$ cat src/rtl/core/mpq_pkg.sv
// shared types and constants of the min priority queue
`default_nettype none

package mpq_pkg;

  localparam int unsigned Capacity = 16;
  localparam int unsigned CntW     = $clog2(Capacity + 1);
  localparam int unsigned OccW     = 5;

  localparam logic [1:0] OpInsert = 2'd0;
  localparam logic [1:0] OpRemove = 2'd1;
  localparam logic [1:0] OpClear  = 2'd2;

  localparam logic [1:0] StatOk    = 2'd0;
  localparam logic [1:0] StatOver  = 2'd1;
  localparam logic [1:0] StatUnder = 2'd2;

  typedef struct packed {
    logic        [1:0]  operation;
    logic signed [31:0] item_value;
    logic signed [31:0] item_priority;
  } req_t;

  typedef struct packed {
    logic        [1:0]      status;
    logic signed [31:0]     removed_value;
    logic signed [31:0]     removed_priority;
    logic        [OccW-1:0] occupancy;
    logic                   is_full;
    logic                   is_empty;
  } rsp_t;

  typedef struct packed {
    logic signed [31:0] value;
    logic signed [31:0] prio;
  } entry_t;

  // broadcast to every cell
  typedef struct packed {
    logic   ins;
    logic   rem;
    entry_t item;
  } cell_ctl_t;

endpackage

`default_nettype wire

$ cat src/rtl/core/mpq_cell.sv
// one slot of the sorted queue: compare with the new item and shift
`default_nettype none

module mpq_cell (
  input  wire                 clk_i,
  input  mpq_pkg::cell_ctl_t  ctl_i,
  input  wire                 occ_i,
  input  wire                 left_gt_i,
  input  mpq_pkg::entry_t     left_i,
  input  mpq_pkg::entry_t     right_i,
  output logic                gt_o,
  output mpq_pkg::entry_t     data_o
);

  mpq_pkg::entry_t data_q, data_d;

  // held entry ranks behind the new item
  assign gt_o   = occ_i && ($signed(data_q.prio) > $signed(ctl_i.item.prio));
  assign data_o = data_q;

  always_comb begin
    data_d = data_q;
    if (ctl_i.ins) begin
      if (left_gt_i) begin
        data_d = left_i;
      end else if (gt_o || !occ_i) begin
        data_d = ctl_i.item;
      end
    end else if (ctl_i.rem) begin
      data_d = right_i;
    end
  end

  always_ff @(posedge clk_i) begin
    data_q <= data_d;
  end

endmodule

`default_nettype wire

$ cat src/rtl/core/min_priority_queue_top.sv
// min priority queue: sorted row of shifting cells with request control
//
// usage
//   a request beat (insert, remove lowest, clear) is taken at a rising edge
//   with start high and busy low; busy stays low, so a request can be
//   issued on every clock
//   each request gives exactly one result beat on rsp_o, marked by done_o
//   for one cycle, in the cycle right after the request was taken
//   throughput: 1 request per cycle, set by the single
//   pass through the cell row (each cell compares against the new item and
//   picks its own, its left or its right neighbor's entry in that cycle)
//   the result carries status (ok, overflow, underflow), the removed entry
//   (zero when nothing left the queue) and occupancy with full and empty
//   flags after the request; entries of equal priority leave in the order
//   they came
//   reset clears the entry count and the result strobe; cell contents are
//   not reset and are never read above the count
//   the receiver cannot stall: a result beat is there for one cycle only
`default_nettype none

module min_priority_queue_top (
  input  wire            clk_i,
  input  wire            rst_ni,
  input  wire            start,
  output logic           busy,
  input  mpq_pkg::req_t  req_i,
  output logic           done_o,
  output mpq_pkg::rsp_t  rsp_o
);

  localparam int unsigned N = mpq_pkg::Capacity;

  logic [mpq_pkg::CntW-1:0] count_q, count_d;
  logic                     done_q;
  mpq_pkg::rsp_t            rsp_q, rsp_d;

  mpq_pkg::cell_ctl_t ctl;
  mpq_pkg::entry_t    cell_data [N];
  logic [N-1:0]       cell_gt;
  logic [N-1:0]       cell_occ;

  logic accept, is_full_now, is_empty_now;

  assign busy         = 1'b0;
  assign accept       = start && !busy;
  assign is_full_now  = (count_q == mpq_pkg::CntW'(N));
  assign is_empty_now = (count_q == '0);

  // broadcast control: only requests that change the row reach the cells
  assign ctl.ins  = accept && (req_i.operation == mpq_pkg::OpInsert) && !is_full_now;
  assign ctl.rem  = accept && (req_i.operation == mpq_pkg::OpRemove) && !is_empty_now;
  assign ctl.item = '{value: req_i.item_value, prio: req_i.item_priority};

  // cell row, lowest priority number at index 0
  for (genvar i = 0; i < N; i++) begin : g_cell
    mpq_pkg::entry_t left_data, right_data;
    logic            left_gt;

    assign cell_occ[i] = (mpq_pkg::CntW'(i) < count_q);

    if (i == 0) begin : g_first
      assign left_gt   = 1'b0;
      assign left_data = ctl.item;
    end else begin : g_mid
      assign left_gt   = cell_gt[i-1];
      assign left_data = cell_data[i-1];
    end

    if (i == N - 1) begin : g_last
      assign right_data = cell_data[i];
    end else begin : g_body
      assign right_data = cell_data[i+1];
    end

    mpq_cell u_cell (
      .clk_i     (clk_i),
      .ctl_i     (ctl),
      .occ_i     (cell_occ[i]),
      .left_gt_i (left_gt),
      .left_i    (left_data),
      .right_i   (right_data),
      .gt_o      (cell_gt[i]),
      .data_o    (cell_data[i])
    );
  end

  // entry count and result beat
  always_comb begin
    count_d = count_q;
    rsp_d   = '0;
    if (accept) begin
      case (req_i.operation)
        mpq_pkg::OpInsert: begin
          if (is_full_now) begin
            rsp_d.status = mpq_pkg::StatOver;
          end else begin
            count_d = count_q + 1'b1;
          end
        end
        mpq_pkg::OpRemove: begin
          if (is_empty_now) begin
            rsp_d.status = mpq_pkg::StatUnder;
          end else begin
            count_d                = count_q - 1'b1;
            rsp_d.removed_value    = cell_data[0].value;
            rsp_d.removed_priority = cell_data[0].prio;
          end
        end
        mpq_pkg::OpClear: begin
          count_d = '0;
        end
        default: begin
          // unused code: no change
        end
      endcase
    end
    rsp_d.occupancy = mpq_pkg::OccW'(count_d);
    rsp_d.is_full   = (count_d == mpq_pkg::CntW'(N));
    rsp_d.is_empty  = (count_d == '0);
  end

  always_ff @(posedge clk_i or negedge rst_ni) begin
    if (!rst_ni) begin
      count_q <= '0;
      done_q  <= 1'b0;
    end else begin
      count_q <= count_d;
      done_q  <= accept;
    end
  end

  // result payload needs no reset
  always_ff @(posedge clk_i) begin
    if (accept) begin
      rsp_q <= rsp_d;
    end
  end

  assign done_o = done_q;
  assign rsp_o  = rsp_q;

endmodule

`default_nettype wire

$ cat config.mk
export PLATFORM = sky130hd
export DESIGN_NAME = min_priority_queue_top
export DESIGN_NICKNAME = d
export VERILOG_FILES = /design/src/rtl/core/mpq_pkg.sv /design/src/rtl/core/mpq_cell.sv /design/src/rtl/core/min_priority_queue_top.sv
export SDC_FILE = /design/constraint.sdc
export NUM_CORES = 2
export LEC_CHECK = 0
export BUFFER_PORTS_ARGS = -buffer_cell sky130_fd_sc_hd__buf_4
export CELL_PAD_IN_SITES_DETAIL_PLACEMENT = 1
export CELL_PAD_IN_SITES_GLOBAL_PLACEMENT = 2
export CORE_MARGIN = 5
export CORE_UTILIZATION = 30
export CTS_BUF_LIST = sky130_fd_sc_hd__clkbuf_4 sky130_fd_sc_hd__clkbuf_8
export CTS_CLUSTER_SIZE = 12
export DETAILED_ROUTE_END_ITERATION = 7
export PLACE_DENSITY_LB_ADDON = 0.3
export SLEW_MARGIN = 20
export SYNTH_ARGS = -nofsm -noshare
export SYNTH_HDL_FRONTEND = slang
export SYNTH_SLANG_ARGS = --single-unit
$ cat constraint.sdc
create_clock -name clk_i -period 6.4 [get_ports clk_i]
set_clock_uncertainty 0.1 [all_clocks]
set_input_delay 0.32 -clock clk_i [delete_from_list [all_inputs] [get_ports clk_i]]
set_output_delay 0.32 -clock clk_i [all_outputs]
set_load 0.005 [all_outputs]
Word-level counts from Yosys, hierarchy flattened
Index checks and enable logic that the tools add are counted.
{"block": "word_totals", "regBits": 1103, "word_cells": 238, "output_inout_bits": 75}
{"block": "classes", "n_reduce_logical": 76, "mux": 68, "n_bitwise": 1, "magnitude_cmp": 32, "eq_ne": 19, "n_addsub": 2}
{"op": "$mux 64", "count": 61}
{"op": "$gt 32x32->1", "count": 16}
{"op": "$ne 3x1->1 const B", "count": 14}
{"op": "$lt 4x5->1 const A", "count": 8}
{"op": "$reduce_and 2->1", "count": 16}
{"op": "$logic_and 1x1->1", "count": 20}
{"op": "$lt 3x5->1 const A", "count": 4}
{"op": "$logic_not 1->1", "count": 18}
{"op": "$logic_or 1x1->1", "count": 16}
{"op": "$mux 5", "count": 3}
{"op": "$pmux 5 s3", "count": 1}
{"op": "$eq 5x5->1 const B", "count": 2}
{"op": "$logic_not 5->1", "count": 2}
{"op": "$lt 1x5->1 const A", "count": 2}
{"op": "$lt 2x5->1 const A", "count": 2}
{"op": "$add 5x1->5 const B", "count": 1}
{"op": "$sub 5x1->5 const B", "count": 1}
{"op": "$pmux 2 s2", "count": 1}
{"op": "$reduce_bool 2->1", "count": 2}
{"op": "$eq 2x1->1 const B", "count": 1}
{"op": "$eq 2x2->1 const B", "count": 1}
{"op": "$logic_not 2->1", "count": 1}
{"op": "$mux 2", "count": 1}
{"op": "$ne 2x1->1 const B", "count": 1}
{"op": "other kinds (3)", "count": 3}

Depth between registers and ports, before layout
{"block": "depth", "depth_word": 6, "ltp_mapped": 14, "depth_no_buf": 10}

Modules after synthesis
From an unflattened synthesis, not the netlist that was laid out.
{"block": "unflattened", "hier_cells": 6662, "hier_area_um2": 69066.2}
{"mod": "mpq_cell at g_cell[0].u_cell ...", "n_inst": 14, "area_per_inst_um2": 4103.9, "cells_each": 401, "seq_area_each_um2": 1921.8}
{"mod": "mpq_cell at g_cell[8].u_cell ...", "n_inst": 2, "area_per_inst_um2": 4103.9, "cells_each": 399, "seq_area_each_um2": 1921.8}
{"mod": "min_priority_queue_top", "n_inst": 1, "area_per_inst_um2": 3403.3, "cells_each": 250, "seq_area_each_um2": 2342.2}

Least setup slack after synthesis
Ideal clock, no wire load.
{"block": "synth_path", "path_type": "input to register", "from": "input port req_i[13] in the netlist's numbering", "to": "register g_cell[6].u_cell.data_q, in the netlist g_cell[6].u_cell.data_o[0], enable pin", "path_stages": 10, "path_slack_ns": -0.444, "t_required_ns": 5.776, "n_path_buf": 0, "t_arrival_ns": 6.220, "cell_sequence": "inv_1 ha_1 a21o_1 a21o_1 a221oi_1 or3b_1 a2111oi_2 mux2i_1 nand2_1 a31oi_1"}
{"block": "synth_between", "elab_chain_cells": 5, "elab_cells_between_ends": 7, "classes_between": "2 x order compare; 1 x eq/ne; 4 x reduce/logical"}
{"element": "start, declared", "line_no": "min_priority_queue_top.sv:26", "rtl": "input mpq_pkg::req_t req_i,"}
{"element": "$gt 32x32->1", "line_no": "mpq_cell.sv:18", "rtl": "assign gt_o = occ_i && ($signed(data_q.prio) > $signed(ctl_i.item.prio));"}
{"element": "$logic_and 1x1->1", "line_no": "mpq_cell.sv:18"}
{"element": "$logic_or 1x1->1", "line_no": "mpq_cell.sv:26", "rtl": "end else if (gt_o || !occ_i) begin"}
{"element": "$ne 3x1->1 (no source line) (*)"}
{"element": "$reduce_and 2->1 (no source line) (*)"}
{"element": "end signal, assigned", "line_no": "mpq_cell.sv:35", "rtl": "data_q <= data_d;"}
{"element": "end, declared", "line_no": "mpq_cell.sv:15", "rtl": "mpq_pkg::entry_t data_q, data_d;"}
Mark *: on every way between the ends. The rest lies on a longest branch, timed or not.
A chain may end at the register's enable or synchronous reset.

Worst setup path in the final report
{"block": "layout_path", "from": "input port req_i[24] in the netlist's numbering", "to": "register g_cell[15].u_cell.data_q, in the netlist g_cell[15].u_cell.data_o[54], enable pin"}
{"block": "layout_between", "elab_chain_cells": 5, "elab_cells_between_ends": 7, "classes_between": "2 x order compare; 5 x reduce/logical"}
{"element": "$gt 32x32->1", "line_no": "mpq_cell.sv:18"}
{"element": "$logic_and 1x1->1", "line_no": "mpq_cell.sv:18"}
{"element": "$logic_or 1x1->1", "line_no": "mpq_cell.sv:26"}
{"element": "$reduce_bool 2->1 (no source line) (*)"}
{"element": "$reduce_and 2->1 (no source line) (*)"}
{"element": "end signal, assigned", "line_no": "mpq_cell.sv:35"}
{"element": "end, declared", "line_no": "mpq_cell.sv:15"}
Marks and branches as above.

==> qor.yml <==
status: "completed"
postLayoutCellArea_um2: 73900
ys.flop_type: "edfxtp_1"
ios: 144
placed_cells: 8785
synth-simple-area-share: 0.166
syn_inst: 6092
regArea_um2: 33100
max_freq_ghz: 0.174
cts_tree: "yes"
synth_fa_ha_area_frac: 0.100
path_buf_inv: 4
synth_nets: 6676
layout_min_cycle_time_ps: 5740
critical_path_class: "input port to flip-flop"
vias: 52500
crit_arrival_ps: 6240
layout-drive-gt1-share: 0.112
rows: 170
clkSinkCount: 1103
synthTopCellsByArea: "edfxtp_1 51%, ha_1 10%, o211ai_1 6.8%, nand2_1 6.5%, nand3_1 4.8%"
viasPerCell: 5.69
clk_latency_ps: 990
path_delay_family: "simple AND/OR/NAND/NOR gates"
cts_root_buf: "clkbuf_8"
stdcell_count: 9236
startpoint_type: "input port"
io_buffer_count: 142
core-area_um2: 214000
postCtsSetupBuffers: 0
finalPower_mw: 20.5
synth_edf_count: 1097
cp_slowest_stage_delay_ps: 1180
grt_use_total: 0.228
grt_pass1_vias: 53800
hold_class: "input port to flip-flop"
crit_slowest_cell: "a2111oi_1"
grt_max_degree: 216
timing.critical_path.fanout_max: 19
grt_overflow_total: 0
timing.final.max_slew_violations: 0
crit_chain: "dlygate4sd3_1 > buf_4 > inv_1 > ha_1 > nand4_1 > nor3_1 > nand4_1 > a2111oi_1 > nor4_1 > mux2_2 > a21o_4 > buf_4"
h-tree-depth: 4
setup_violations: 0
grt_first_pass_wirelength_um: 381000
finalHoldViolations: 0
relSlewSlack: 0.234
die_area_um2: 224000
async_reset_ff_frac: 0.00544
placed_area_um2: 69200
drt-initial-drc-count: 4599
muxShareOfSynthArea: 0.0329
drt-total-wl_um: 262000
finalNetCount: 6815
fin_setup_tns_ps: 0
synth_top_cell_by_area: "edfxtp_1"
rsz0062_at_grt: "no"
finalWeightedCongestion: 0.882
antenna_found_initial: 18
synth_compound_area_frac: 0.153
areaGrowthSynthToFinish_pct: 14.9
p_leak_nw: 28.0
ys_seq_area_frac: 0.514
tightestPinTransition_ps: 1140
hpwl_um: 172000
drc: 0
wl_per_cell_um: 28.4
multiInputGateArea_um2: 29600
fin_crit_sh: 0.897
clockBufferDepth: 3
ant_nets: 0
synth_top_area_share: 0.512
cts_inserted_buffers: 211
ys_warn_count: 0
die_y_um: 473
peakVddDrop_mv: 0.255
worst_setup_path_end_kind: "flip-flop"
power_density_nw_per_um2: 277
dr.pass1.iters: 5
clk_pin_slew_worst_paths_ps: 60
synth_top_family_by_area: "simple AND/OR/NAND/NOR gates"
synth_xor_area_frac: 0.000953
die_x_um: 473
synth_area_um2: 64400
cp.required_ps: 6900
initial_utilization: 0.301
fillers: 23800
synth_area_per_cell_um2: 10.6
ys_types: 69
max_cap_violations: 0
ys_ff_latch: 1103
## report_power, final
group          leakage [nW]  internal (mW)  switching, mW
Sequential             10.3           8.77          0.454
Clock                  2.11           3.57           3.37
Combinational          15.7           1.22           3.08
## worst min-delay path: cells and delay by family
kind | cells | cell delay, ps
buffers and inverters | 2 | 650
multiplexers | 1 | 140
## synth_stat cells, drive strengths merged (12+ instances only)
master	n
nand2	1122
edfxtp	1097
nand3	622
o211ai	583
ha	515
a21oi	293
clkbuf	272
nor2	206
o21ai	196
buf	153
mux2i	136
a221o	128
a21o	105
and2	99
nand4	90
inv	71
and3	67
mux2	67
nor2b	30
nor4	24
nand2b	20
a221oi	17
nor3	17
o221ai	14
and4	13
a211oi	12
## per-stage QoR
step                      utilization  setup WS, ps  hold slack (ps)
final                           0.346           662              152
after global routing            0.345           741             86.9
after CTS                       0.345           751             38.8
after detailed placement        0.323           365             69.0
after global placement          0.323          58.0             66.6
after floorplan                     -           109            -75.6
## placed cells by master, fill, tap and decap left out, drive strengths merged, types with 12 or more instances in the layout
cell            n
nand4          90
o211ai        583
mux2           67
nor2          206
o221ai         14
clkinv         77
a21o          105
mux2i         136
nand2b         20
nand3         622
nor2b          30
and4           13
a211oi         12
a221o         128
nor4           24
and3           67
nor3           17
buf           280
and2           99
clkbuf        280
nand2        1122
dlygate4sd3    71
edfxtp       1097
ha            515
a21oi         293
a221oi         17
inv            79
o21ai         196
## registers in the layout, summed over array words and instances, names as in the netlist
register and cells:
count_q 5, done_o 1, g_cell.u_cell.data_o 1024, rsp_o 73
## layout make-up
class / instances / share of cell area
Tap cell: 2838 / 0.0480
Antenna cell: 10 / 0.000338
Multi-Input combinational cell: 4493 / 0.401
Clock inverter: 90 / 0.00733
Timing Repair Buffer: 351 / 0.0456
Inverter: 71 / 0.00360
Sequential cell: 1103 / 0.448
Clock buffer: 280 / 0.0465
## final timing paths
kind / start / endpoint / slack [ps] / depth (start not counted)
setup / recovery: req_i[24] / g_cell[15].u_cell.data_o[54] / 660 / 12
hold reg to reg: g_cell[15].u_cell.data_o[63] / g_cell[14].u_cell.data_o[63] / 430 / 2
hold / removal: req_i[38] / g_cell[15].u_cell.data_o[38] / 150 / 3
setup reg to reg: g_cell[15].u_cell.data_o[31] / g_cell[15].u_cell.data_o[54] / 750 / 9
min in group asynchronous: rst_ni / count_q[0] / 340 / 3
max in group asynchronous: rst_ni / count_q[3] / 5500 / 3
## cells by family after synthesis
logic type	after synthesis
and+or+nand+nor	2349
buffers and inverters	496
xor gates and xnor gates	7
DFF	1103
other	1
muxes	203
AOI/OAI and AO/OA	1418
adders and majority gates	515
## per-layer routing
metal  routed length [um]  up-vias  global-route usage
met1               117000    26900               0.307
li1                     -    23600                   -
met2               121000     1545               0.371
met3                14600      394              0.0383
met5                   17        -                   0
met4                 9160        2              0.0766
## timing repair
action                                  CTS  global route
hold endpoints to repair                888             0
resized for setup                         0             0
hold buffers                             71             0
endpoints found under the setup margin    0             0
No activity file was read; power rests on OpenSTA's default activity.
